**config.mk**
```make
export PLATFORM = sky130hd
export DESIGN_NAME = spi_nor_flash_command_sequencer
export DESIGN_NICKNAME = d
export VERILOG_FILES = /design/src/sv/snfcs_pkg.sv /design/src/sv/snfcs_res_fifo.sv /design/src/sv/snfcs_seq_core.sv /design/src/sv/spi_nor_flash_command_sequencer.sv
export SDC_FILE = /design/constraint.sdc
export NUM_CORES = 2
export LEC_CHECK = 0
export BUFFER_PORTS_ARGS = -buffer_cell sky130_fd_sc_hd__buf_2
export CORE_ASPECT_RATIO = 0.75
export CORE_MARGIN = 1
export CORE_UTILIZATION = 33
export DETAILED_ROUTE_END_ITERATION = 8
export MAX_ROUTING_LAYER = met4
export PLACE_DENSITY = 0.47
export REMOVE_ABC_BUFFERS = 1
export SETUP_SLACK_MARGIN = 0.05
export SKIP_LAST_GASP = 1
export SYNTH_ARGS = -nofsm -noshare
export SYNTH_HDL_FRONTEND = slang
export SYNTH_HIERARCHICAL = 1
export SYNTH_SLANG_ARGS = --single-unit
```
**constraint.sdc**
```tcl
create_clock -name clk -period 11 [get_ports clk]
set_input_delay 0.55 -clock clk [delete_from_list [all_inputs] [get_ports clk]]
set_output_delay 0.55 -clock clk [all_outputs]
set_load 0.1 [all_outputs]
```
**src/sv/snfcs_pkg.sv**
```systemverilog
// Shared types, codes and constants of the SPI NOR flash command sequencer.
`default_nettype none
package snfcs_pkg;

	localparam int RES_DEPTH = 4;
	localparam int RES_PW    = $clog2(RES_DEPTH);
	localparam int RES_CW    = $clog2(RES_DEPTH + 1);

	localparam int CFG_W  = 18;
	localparam int CFG_AW = 3;

	localparam logic [1:0] CMD_START = 2'd0;
	localparam logic [1:0] CMD_REPLY = 2'd1;
	localparam logic [1:0] CMD_TICK  = 2'd2;
	localparam logic [1:0] CMD_LOAD  = 2'd3;

	localparam logic [3:0] OP_READ    = 4'd0;
	localparam logic [3:0] OP_PROGRAM = 4'd1;
	localparam logic [3:0] OP_SECTOR  = 4'd2;
	localparam logic [3:0] OP_BLK32   = 4'd3;
	localparam logic [3:0] OP_BLK64   = 4'd4;
	localparam logic [3:0] OP_CHIP    = 4'd5;
	localparam logic [3:0] OP_UNLOCK  = 4'd6;
	localparam logic [3:0] OP_ID      = 4'd7;
	localparam logic [3:0] OP_STAT1   = 4'd8;
	localparam logic [3:0] OP_STAT2   = 4'd9;
	localparam logic [3:0] OP_STAT3   = 4'd10;

	localparam logic [1:0] KIND_SPI  = 2'd0;
	localparam logic [1:0] KIND_HOST = 2'd1;
	localparam logic [1:0] KIND_DONE = 2'd2;

	localparam logic [7:0] SPI_WREN   = 8'h06;
	localparam logic [7:0] SPI_RDSR1  = 8'h05;
	localparam logic [7:0] SPI_RDSR2  = 8'h35;
	localparam logic [7:0] SPI_RDSR3  = 8'h15;
	localparam logic [7:0] SPI_READ   = 8'h03;
	localparam logic [7:0] SPI_PP     = 8'h02;
	localparam logic [7:0] SPI_SE     = 8'h20;
	localparam logic [7:0] SPI_BE32   = 8'h52;
	localparam logic [7:0] SPI_BE64   = 8'hd8;
	localparam logic [7:0] SPI_CE     = 8'hc7;
	localparam logic [7:0] SPI_ULBPR  = 8'h98;
	localparam logic [7:0] SPI_RDID   = 8'h90;
	localparam logic [7:0] SPI_DUMMY  = 8'hff;

	localparam int ST_BUSY_BIT = 0;
	localparam int ST_WEL_BIT  = 1;

	localparam logic [CFG_AW-1:0] CFG_EN_LIMIT   = 3'd0;
	localparam logic [CFG_AW-1:0] CFG_PP_LIMIT   = 3'd1;
	localparam logic [CFG_AW-1:0] CFG_SE_LIMIT   = 3'd2;
	localparam logic [CFG_AW-1:0] CFG_B32_LIMIT  = 3'd3;
	localparam logic [CFG_AW-1:0] CFG_B64_LIMIT  = 3'd4;
	localparam logic [CFG_AW-1:0] CFG_CHIP_LIMIT = 3'd5;

	typedef enum logic [3:0] {
		PH_IDLE, PH_WREN, PH_EN_CMD, PH_EN_STAT, PH_EN_TICK,
		PH_FRAME, PH_DATA, PH_BUSY_CMD, PH_BUSY_STAT, PH_BUSY_TICK
	} phase_t;

	typedef struct packed {
		logic [1:0]  cmd;
		logic [3:0]  op;
		logic [23:0] address;
		logic [15:0] length;
		logic        wait_req;
		logic [7:0]  data;
	} item_t;

	typedef struct packed {
		logic [1:0] kind;
		logic [7:0] spi_out;
		logic       release_select;
		logic [7:0] host_byte;
		logic       success;
		logic       last;
	} res_t;

	function automatic logic [7:0] op_opcode(input logic [3:0] op);
		logic [7:0] b;
		case (op)
			OP_READ:    b = SPI_READ;
			OP_PROGRAM: b = SPI_PP;
			OP_SECTOR:  b = SPI_SE;
			OP_BLK32:   b = SPI_BE32;
			OP_BLK64:   b = SPI_BE64;
			OP_CHIP:    b = SPI_CE;
			OP_UNLOCK:  b = SPI_ULBPR;
			OP_ID:      b = SPI_RDID;
			OP_STAT1:   b = SPI_RDSR1;
			OP_STAT2:   b = SPI_RDSR2;
			OP_STAT3:   b = SPI_RDSR3;
			default:    b = 8'h00;
		endcase
		return b;
	endfunction

endpackage
`default_nettype wire

```
**src/sv/snfcs_res_fifo.sv**
```systemverilog
// Small result queue that takes up to two results a cycle and hands out one while out_ready is high.
`default_nettype none
module snfcs_res_fifo
	import snfcs_pkg::*;
(
	input  wire logic       clk,
	input  wire logic       arst_n,
	input  wire logic [1:0] push_n,
	input  wire res_t       din0,
	input  wire res_t       din1,
	output logic            room,
	output logic            out_valid,
	input  wire logic       out_ready,
	output res_t            dout
);

	res_t              slot_q [RES_DEPTH];
	logic [RES_PW-1:0] wp_q;
	logic [RES_PW-1:0] rp_q;
	logic [RES_CW-1:0] count_q;
	logic              pop;

	assign out_valid = (count_q != '0);
	assign pop       = out_valid && out_ready;
	assign dout      = slot_q[rp_q];
	assign room      = (count_q <= RES_CW'(RES_DEPTH - 2));

	always_ff @(posedge clk) begin
		if (push_n != 2'd0) begin
			slot_q[wp_q] <= din0;
		end
		if (push_n == 2'd2) begin
			slot_q[wp_q + RES_PW'(1)] <= din1;
		end
	end

	always_ff @(posedge clk or negedge arst_n) begin
		if (!arst_n) begin
			wp_q    <= '0;
			rp_q    <= '0;
			count_q <= '0;
		end else begin
			wp_q    <= wp_q + RES_PW'(push_n);
			rp_q    <= rp_q + RES_PW'(pop);
			count_q <= count_q + RES_CW'(push_n) - RES_CW'(pop);
		end
	end

endmodule
`default_nettype wire

```
**src/sv/snfcs_seq_core.sv**
```systemverilog
// Operation sequencer: state, poll limits, page buffer and result building.
`default_nettype none
module snfcs_seq_core
	import snfcs_pkg::*;
#(
	parameter int PAGE_BYTES = 256
) (
	input  wire logic              clk,
	input  wire logic              arst_n,
	input  wire logic              fire,
	input  wire item_t             item,
	input  wire logic              cfg_en,
	input  wire logic [CFG_AW-1:0] cfg_addr,
	input  wire logic [CFG_W-1:0]  cfg_data,
	output logic [1:0]             push_n,
	output res_t                   res0,
	output res_t                   res1
);

	localparam int AW = $clog2(PAGE_BYTES);
	localparam int FW = $clog2(PAGE_BYTES + 1);

	logic [7:0]  en_lim_q;
	logic [7:0]  pp_lim_q;
	logic [15:0] se_lim_q;
	logic [15:0] b32_lim_q;
	logic [15:0] b64_lim_q;
	logic [17:0] chip_lim_q;

	phase_t      ph_q, ph_n;
	logic [3:0]  op_q, op_n;
	logic [23:0] addr_q, addr_n;
	logic [15:0] left_q, left_n;
	logic [2:0]  fidx_q, fidx_n;
	logic [17:0] polls_q, polls_n;
	logic        wait_q, wait_n;
	logic [FW-1:0] fill_q, fill_n;
	logic        mem_we;

	logic [7:0]  page_mem [PAGE_BYTES];
	logic [7:0]  rd_q;
	logic [AW-1:0] rd_addr;
	logic [15:0] rd_idx;

	logic        idle;
	logic [3:0]  sf_op;
	logic [15:0] sf_len;
	logic [15:0] sf_left;
	logic [2:0]  sf_hlen;
	logic [2:0]  hlen;
	logic [2:0]  fidx_inc;
	logic [15:0] left_dec;
	logic [17:0] polls_inc;
	logic [17:0] en_lim;
	logic [17:0] busy_lim;
	logic        finish_busy;
	logic        start_ok;
	logic        start_wren;
	logic [7:0]  data_v;
	res_t        fin_res;
	res_t        sf_res;

	function automatic logic [2:0] hdr_len(input logic [3:0] op);
		return (op == OP_CHIP || op == OP_UNLOCK || op >= OP_STAT1) ? 3'd1 : 3'd4;
	endfunction

	function automatic logic [7:0] hdr_byte(input logic [3:0] op, input logic [1:0] idx,
			input logic [23:0] a);
		logic [7:0] b;
		if (idx == 2'd0) b = op_opcode(op);
		else if (op == OP_ID) b = 8'h00;
		else if (idx == 2'd1) b = a[23:16];
		else if (idx == 2'd2) b = a[15:8];
		else b = a[7:0];
		return b;
	endfunction

	function automatic logic [15:0] data_count(input logic [3:0] op, input logic [15:0] len,
			input logic [FW-1:0] fill);
		logic [15:0] c;
		if (op == OP_READ) c = len;
		else if (op == OP_PROGRAM) c = 16'(fill);
		else if (op == OP_ID) c = 16'd2;
		else if (op >= OP_STAT1) c = 16'd1;
		else c = 16'd0;
		return c;
	endfunction

	function automatic res_t mk_spi(input logic [7:0] b, input logic rel);
		res_t r;
		r = '0;
		r.kind           = KIND_SPI;
		r.spi_out        = b;
		r.release_select = rel;
		return r;
	endfunction

	function automatic res_t mk_host(input logic [7:0] b);
		res_t r;
		r = '0;
		r.kind      = KIND_HOST;
		r.host_byte = b;
		return r;
	endfunction

	function automatic res_t mk_done(input logic ok);
		res_t r;
		r = '0;
		r.kind    = KIND_DONE;
		r.success = ok;
		return r;
	endfunction

	always_comb begin
		case (op_q)
			OP_PROGRAM: busy_lim = 18'(pp_lim_q);
			OP_SECTOR:  busy_lim = 18'(se_lim_q);
			OP_BLK32:   busy_lim = 18'(b32_lim_q);
			OP_BLK64:   busy_lim = 18'(b64_lim_q);
			default:    busy_lim = chip_lim_q;
		endcase
	end

	assign idle        = (ph_q == PH_IDLE);
	assign sf_op       = idle ? item.op : op_q;
	assign sf_len      = idle ? item.length : left_q;
	assign sf_left     = data_count(sf_op, sf_len, fill_q);
	assign sf_hlen     = hdr_len(sf_op);
	assign sf_res      = mk_spi(hdr_byte(sf_op, 2'd0, addr_q),
	                            sf_hlen == 3'd1 && sf_left == 16'd0);
	assign hlen        = hdr_len(op_q);
	assign fidx_inc    = fidx_q + 3'd1;
	assign left_dec    = left_q - 16'd1;
	assign polls_inc   = polls_q + 18'd1;
	assign en_lim      = 18'(en_lim_q);
	assign finish_busy = (op_q == OP_CHIP) ||
	                     (wait_q && op_q >= OP_PROGRAM && op_q <= OP_BLK64);
	assign start_ok    = (item.op <= OP_STAT3);
	assign start_wren  = (item.op >= OP_PROGRAM && item.op <= OP_UNLOCK);
	assign data_v      = (op_q == OP_PROGRAM) ? rd_q : SPI_DUMMY;
	assign fin_res     = finish_busy ? ((busy_lim == 18'd0) ? mk_done(1'b0)
	                                                        : mk_spi(SPI_RDSR1, 1'b0))
	                                 : mk_done(1'b1);

	// Next state.
	always_comb begin
		ph_n    = ph_q;
		op_n    = op_q;
		addr_n  = addr_q;
		left_n  = left_q;
		fidx_n  = fidx_q;
		polls_n = polls_q;
		wait_n  = wait_q;
		fill_n  = fill_q;
		mem_we  = 1'b0;
		if (fire) begin
			case (item.cmd)
				CMD_START: begin
					if (idle && start_ok) begin
						op_n   = item.op;
						addr_n = item.address;
						wait_n = item.wait_req;
						if (start_wren) begin
							ph_n   = PH_WREN;
							left_n = item.length;
						end else begin
							ph_n   = PH_FRAME;
							left_n = sf_left;
							fidx_n = 3'd0;
						end
					end
				end
				CMD_LOAD: begin
					if (idle && fill_q < FW'(PAGE_BYTES)) begin
						mem_we = 1'b1;
						fill_n = fill_q + FW'(1);
					end
				end
				CMD_TICK: begin
					if (ph_q == PH_EN_TICK) ph_n = PH_EN_CMD;
					else if (ph_q == PH_BUSY_TICK) ph_n = PH_BUSY_CMD;
				end
				default: begin
					case (ph_q)
						PH_WREN: begin
							polls_n = 18'd0;
							ph_n    = (en_lim == 18'd0) ? PH_IDLE : PH_EN_CMD;
						end
						PH_EN_CMD: ph_n = PH_EN_STAT;
						PH_EN_STAT: begin
							if (item.data[ST_WEL_BIT]) begin
								ph_n   = PH_FRAME;
								left_n = sf_left;
								fidx_n = 3'd0;
							end else begin
								polls_n = polls_inc;
								ph_n    = (polls_inc >= en_lim) ? PH_IDLE : PH_EN_TICK;
							end
						end
						PH_FRAME, PH_DATA: begin
							if (ph_q == PH_FRAME && fidx_inc < hlen) begin
								fidx_n = fidx_inc;
							end else if (ph_q == PH_FRAME && left_q != 16'd0) begin
								ph_n = PH_DATA;
							end else if (ph_q == PH_DATA && left_dec != 16'd0) begin
								left_n = left_dec;
							end else begin
								if (ph_q == PH_DATA) left_n = left_dec;
								if (op_q == OP_PROGRAM) fill_n = '0;
								if (finish_busy) begin
									polls_n = 18'd0;
									ph_n    = (busy_lim == 18'd0) ? PH_IDLE : PH_BUSY_CMD;
								end else begin
									ph_n = PH_IDLE;
								end
							end
						end
						PH_BUSY_CMD: ph_n = PH_BUSY_STAT;
						PH_BUSY_STAT: begin
							if (!item.data[ST_BUSY_BIT]) begin
								ph_n = PH_IDLE;
							end else begin
								polls_n = polls_inc;
								ph_n    = (polls_inc >= busy_lim) ? PH_IDLE : PH_BUSY_TICK;
							end
						end
						default: ph_n = ph_q;
					endcase
				end
			endcase
		end
	end

	// Results.
	always_comb begin
		res0   = '0;
		res1   = '0;
		push_n = 2'd0;
		if (fire) begin
			case (item.cmd)
				CMD_START: begin
					if (idle) begin
						push_n = 2'd1;
						if (!start_ok) res0 = mk_done(1'b0);
						else if (start_wren) res0 = mk_spi(SPI_WREN, 1'b1);
						else res0 = sf_res;
					end
				end
				CMD_LOAD: push_n = 2'd0;
				CMD_TICK: begin
					if (ph_q == PH_EN_TICK || ph_q == PH_BUSY_TICK) begin
						push_n = 2'd1;
						res0   = mk_spi(SPI_RDSR1, 1'b0);
					end
				end
				default: begin
					case (ph_q)
						PH_WREN: begin
							push_n = 2'd1;
							res0   = (en_lim == 18'd0) ? mk_done(1'b0) : mk_spi(SPI_RDSR1, 1'b0);
						end
						PH_EN_CMD, PH_BUSY_CMD: begin
							push_n = 2'd1;
							res0   = mk_spi(SPI_DUMMY, 1'b1);
						end
						PH_EN_STAT: begin
							if (item.data[ST_WEL_BIT]) begin
								push_n = 2'd1;
								res0   = sf_res;
							end else if (polls_inc >= en_lim) begin
								push_n = 2'd1;
								res0   = mk_done(1'b0);
							end
						end
						PH_FRAME: begin
							push_n = 2'd1;
							if (fidx_inc < hlen) begin
								res0 = mk_spi(hdr_byte(op_q, fidx_inc[1:0], addr_q),
								              fidx_inc + 3'd1 == hlen && left_q == 16'd0);
							end else if (left_q != 16'd0) begin
								res0 = mk_spi(data_v, left_q == 16'd1);
							end else begin
								res0 = fin_res;
							end
						end
						PH_DATA: begin
							if (op_q != OP_PROGRAM) begin
								push_n = 2'd2;
								res0   = mk_host(item.data);
								res1   = (left_dec != 16'd0) ? mk_spi(data_v, left_dec == 16'd1)
								                             : fin_res;
							end else begin
								push_n = 2'd1;
								res0   = (left_dec != 16'd0) ? mk_spi(data_v, left_dec == 16'd1)
								                             : fin_res;
							end
						end
						PH_BUSY_STAT: begin
							if (!item.data[ST_BUSY_BIT]) begin
								push_n = 2'd1;
								res0   = mk_done(1'b1);
							end else if (polls_inc >= busy_lim) begin
								push_n = 2'd1;
								res0   = mk_done(1'b0);
							end
						end
						default: push_n = 2'd0;
					endcase
				end
			endcase
			if (push_n == 2'd1) res0.last = 1'b1;
			if (push_n == 2'd2) res1.last = 1'b1;
		end
	end

	// The page byte for the next data send is fetched from the state being entered.
	assign rd_idx  = 16'(fill_n) - left_n + 16'(ph_n == PH_DATA);
	assign rd_addr = AW'(rd_idx);

	always_ff @(posedge clk) begin
		if (mem_we) begin
			page_mem[fill_q[AW-1:0]] <= item.data;
		end
		rd_q <= page_mem[rd_addr];
	end

	always_ff @(posedge clk or negedge arst_n) begin
		if (!arst_n) begin
			ph_q    <= PH_IDLE;
			op_q    <= '0;
			addr_q  <= '0;
			left_q  <= '0;
			fidx_q  <= '0;
			polls_q <= '0;
			wait_q  <= 1'b0;
			fill_q  <= '0;
		end else begin
			ph_q    <= ph_n;
			op_q    <= op_n;
			addr_q  <= addr_n;
			left_q  <= left_n;
			fidx_q  <= fidx_n;
			polls_q <= polls_n;
			wait_q  <= wait_n;
			fill_q  <= fill_n;
		end
	end

	always_ff @(posedge clk or negedge arst_n) begin
		if (!arst_n) begin
			en_lim_q   <= 8'd4;
			pp_lim_q   <= 8'd4;
			se_lim_q   <= 16'd440;
			b32_lim_q  <= 16'd1760;
			b64_lim_q  <= 16'd2200;
			chip_lim_q <= 18'd200000;
		end else if (cfg_en) begin
			case (cfg_addr)
				CFG_EN_LIMIT:   en_lim_q   <= cfg_data[7:0];
				CFG_PP_LIMIT:   pp_lim_q   <= cfg_data[7:0];
				CFG_SE_LIMIT:   se_lim_q   <= cfg_data[15:0];
				CFG_B32_LIMIT:  b32_lim_q  <= cfg_data[15:0];
				CFG_B64_LIMIT:  b64_lim_q  <= cfg_data[15:0];
				CFG_CHIP_LIMIT: chip_lim_q <= cfg_data;
				default:        en_lim_q   <= en_lim_q;
			endcase
		end
	end

endmodule
`default_nettype wire

```
**src/sv/spi_nor_flash_command_sequencer.sv**
```systemverilog
// Top level of the SPI NOR flash command sequencer.
// A request is registered on acceptance and handled once the result queue has room; its
// results are written into the result queue, from which they are offered. One request
// is taken every cycle while the four-entry result queue has room for two results;
// results leave one per cycle while out_ready is high. Asynchronous reset clears control
// state and loads the default poll limits; the page buffer contents are not cleared.
`default_nettype none
module spi_nor_flash_command_sequencer
	import snfcs_pkg::*;
#(
	parameter int PAGE_BYTES = 256
) (
	input  wire logic              clk,
	input  wire logic              arst_n,
	input  wire logic              in_valid,
	output logic                   in_ready,
	input  wire logic [1:0]        cmd,
	input  wire logic [3:0]        op,
	input  wire logic [23:0]       address,
	input  wire logic [15:0]       length,
	input  wire logic              wait_req,
	input  wire logic [7:0]        data,
	output logic                   out_valid,
	input  wire logic              out_ready,
	output logic [1:0]             kind,
	output logic [7:0]             spi_out,
	output logic                   release_select,
	output logic [7:0]             host_byte,
	output logic                   success,
	output logic                   last,
	input  wire logic              cfg_en,
	input  wire logic [CFG_AW-1:0] cfg_addr,
	input  wire logic [CFG_W-1:0]  cfg_data
);

	logic       v_s1;
	item_t      item_s1;
	logic       room;
	logic       fire;
	logic [1:0] push_n;
	res_t       res0;
	res_t       res1;
	res_t       head;

	assign fire     = v_s1 && room;
	assign in_ready = !v_s1 || fire;

	always_ff @(posedge clk or negedge arst_n) begin
		if (!arst_n) begin
			v_s1 <= 1'b0;
		end else if (in_ready) begin
			v_s1 <= in_valid;
		end
	end

	always_ff @(posedge clk) begin
		if (in_ready && in_valid) begin
			item_s1 <= '{cmd: cmd, op: op, address: address, length: length,
			             wait_req: wait_req, data: data};
		end
	end

	snfcs_seq_core #(
		.PAGE_BYTES(PAGE_BYTES)
	) u_core (
		.clk     (clk),
		.arst_n  (arst_n),
		.fire    (fire),
		.item    (item_s1),
		.cfg_en  (cfg_en),
		.cfg_addr(cfg_addr),
		.cfg_data(cfg_data),
		.push_n  (push_n),
		.res0    (res0),
		.res1    (res1)
	);

	snfcs_res_fifo u_fifo (
		.clk      (clk),
		.arst_n   (arst_n),
		.push_n   (push_n),
		.din0     (res0),
		.din1     (res1),
		.room     (room),
		.out_valid(out_valid),
		.out_ready(out_ready),
		.dout     (head)
	);

	assign kind           = head.kind;
	assign spi_out        = head.spi_out;
	assign release_select = head.release_select;
	assign host_byte      = head.host_byte;
	assign success        = head.success;
	assign last           = head.last;

endmodule
`default_nettype wire

```
==> metrics.txt <==
Setup Buffers After CTS 0; post-cts resize count 0; Synth area leaders edfxtp_1, mux4_2, dfrtp_1; Root Driver clkbuf_16; CP max-delay cell a2111oi_0; CTS Buf Count 240; Syn Area/Cell between 15 and 20 um^2; worst-case clock buffer depth 4; clock latency at the later pin of the worst-skew pair slightly above 0.9 ns; die area slightly below 300000 um^2; HP Class input port to asynchronous set/reset pin; total track usage 0.186; Core ar. a little under 300000 um^2; number of global-route vias before repair 50300; 1st-iter DRT viols 5196; worst slew pin tran around 1.3 ns; crit path buf inv count 6; slowest stage delay, CP around 1 ns; top-level I/O count 104; Top Family by Delay on Critical Path compound AO/OA/AOI/OAI gates; Setup CP Type flop to flop; fmax 104 MHz; Final period util 0.872; clock-pin slew on the worst setup and hold paths ~0.060 ns; Synth Flop Type edfxtp_1; DIE WIDTH 628 um; most frequent cell after synthesis edfxtp_1; routability cong. 0.838; worst path arrival time slightly above 10 ns; DR DRC count 0; Via Count 50000; initial core utilization 0.333; H-tree Lvls 4; Slew Limit Fails 0; Worst Hold Margin 0.202 ns; share of cells above drive strength 1 0.277; Yosys warning total 6; synthesized area 97000 um^2; register area ~70000 um^2; Slew HR 0.123; I/O Buffers 103; post-synthesis register bit count roughly 2400; Net count, final 5398; Async SR Flop Fraction 0.0715; EDFF count, synth 2187; Setup TNS 0 ns; Fill cells 26400; TritonCTS clock tree built; endpoints failing setup 0; initial antenna violation count 10; drt pass-1 iters 8; # rows roughly 170; Worst Skew 0.0810 ns; Avg WL per Cell 29.0 um; largest net degree at the start of global routing a little under 200; status finished clean; max cap viols 0; Seq/Total Area, Yosys 0.723; DP HPWL 163000 um; RSZ-0062 raised after global routing false; synthesized instance count 4946; die height 471 um; via/cell ratio 5.35; Worst setup EP type flop; first-pass GRT wire length 387000 um; Tmin final roughly 9.6 ns; final hold vios 0; grt total ovfl 0; top cells by count, synth edfxtp_1, mux4_2, nor2_1; Worst EP required 11.79 ns; CTS Sinks 2364; final antenna-violating net count 0; total wire length 271000 um; post-synth top area share 0.677; Reg2Reg Setup Slack 1.41 ns; Area Growth Syn to Fin 14.7%; largest area contributor in the netlist edfxtp_1; Setup crit start kind flop; area of the multi-input gates 25600 um^2; crit path max fanout 68; post-synthesis cell type count 94
==> cells in the final DEF (no fill, tap or decap), types with 21 or more instances in the layout <==
cell	count
a21oi_1	96
a221oi_1	48
a22o_1	50
and2_1	22
buf_12	27
buf_2	102
buf_4	145
bufinv_16	23
clkbuf_1	54
clkbuf_16	241
clkinv_1	46
clkinv_2	41
dfrtp_1	147
dfstp_2	22
dlygate4sd3_1	76
edfxtp_1	2187
ha_1	68
inv_1	53
mux2_1	21
mux2_2	110
mux2_4	40
mux2i_1	36
mux4_2	662
nand2_1	224
nand3_1	38
nor2_1	333
nor3_1	25
o21ai_0	86
xnor2_1	24
==> path summary, 6_finish.rpt <==
kind	end	cells after the start	from
setup / recovery	u_core/rd_q[0]	29	u_core/op_q[1]
hold / removal	u_core/polls_q[0]	2	arst_n
setup reg to reg	u_core/rd_q[0]	29	u_core/op_q[1]
hold reg to reg	u_core/addr_q[0]	2	item_s1[25]
max in group asynchronous	u_fifo/wp_q[0]	4	arst_n
min in group clk	u_core/en_lim_q[2]	5	cfg_addr[1]
==> per-stage QoR <==
stage / area, um^2 / setup WS, ns / util / std cells
2_1_floorplan: 95700 / -15.84 / - / 4653
3_3_place_gp: 103000 / 1.33 / 0.354 / 8820
3_5_place_dp: 103000 / 1.44 / 0.354 / 8820
4_1_cts: 111000 / 1.43 / 0.383 / 9329
5_1_grt: 111000 / 1.05 / 0.383 / 9332
6_report: 111000 / 1.41 / 0.383 / 9337
==> state kept, by name, indices dropped and copies added (netlist names), 9 cells and up <==
signal and count:
u_core/polls_q 18, u_fifo/slot_q 84, u_core/se_lim_q 16, u_core/addr_q 24
u_core/b32_lim_q 16, u_core/fill_q 9, u_core/page_mem 2048, u_core/left_q 16
u_core/b64_lim_q 16, item_s1 55, u_core/chip_lim_q 18
==> area by class of cell <==
cell class / count / share of cell area
flip-flops and latches: 2364 / 0.630
multi-input cells: 2232 / 0.230
clock buffers: 300 / 0.0566
well taps: 3892 / 0.0438
repair buffers: 351 / 0.0262
clock inverters: 133 / 0.0116
inverters: 57 / 0.00192
diodes: 8 / 0.000180
==> metal layers <==
layer / vias up / share of wire / track usage
met4: 0 / 0.017 / 0.0338
met2: 1454 / 0.44 / 0.267
met5: - / 0 / -
met3: 326 / 0.062 / 0.0321
li1: 20900 / - / -
met1: 27300 / 0.48 / 0.279
==> logic make-up (layout without fill, tap and decap cells) <==
family,after synthesis,after routing,share of synthesized area
multiplexers,869,869,0.179
XOR/XNOR,43,43,0.00416
AO/OA/AOI/OAI,448,448,0.0320
buffers and inverters,358,841,0.0155
adder cells (fa/ha/maj),71,71,0.00932
flip-flops,2364,2364,0.723
AND/OR/NAND/NOR,792,792,0.0373
other,1,17,0.0000387
==> what timing repair did <==
action	in CTS	in global routing
endpoints found under the setup margin	0	0
hold buffers	76	0
endpoints found under the hold margin	187	0
Power is not shown: default switching activity piles up to over one toggle a cycle in this logic, so the estimate is an artifact.
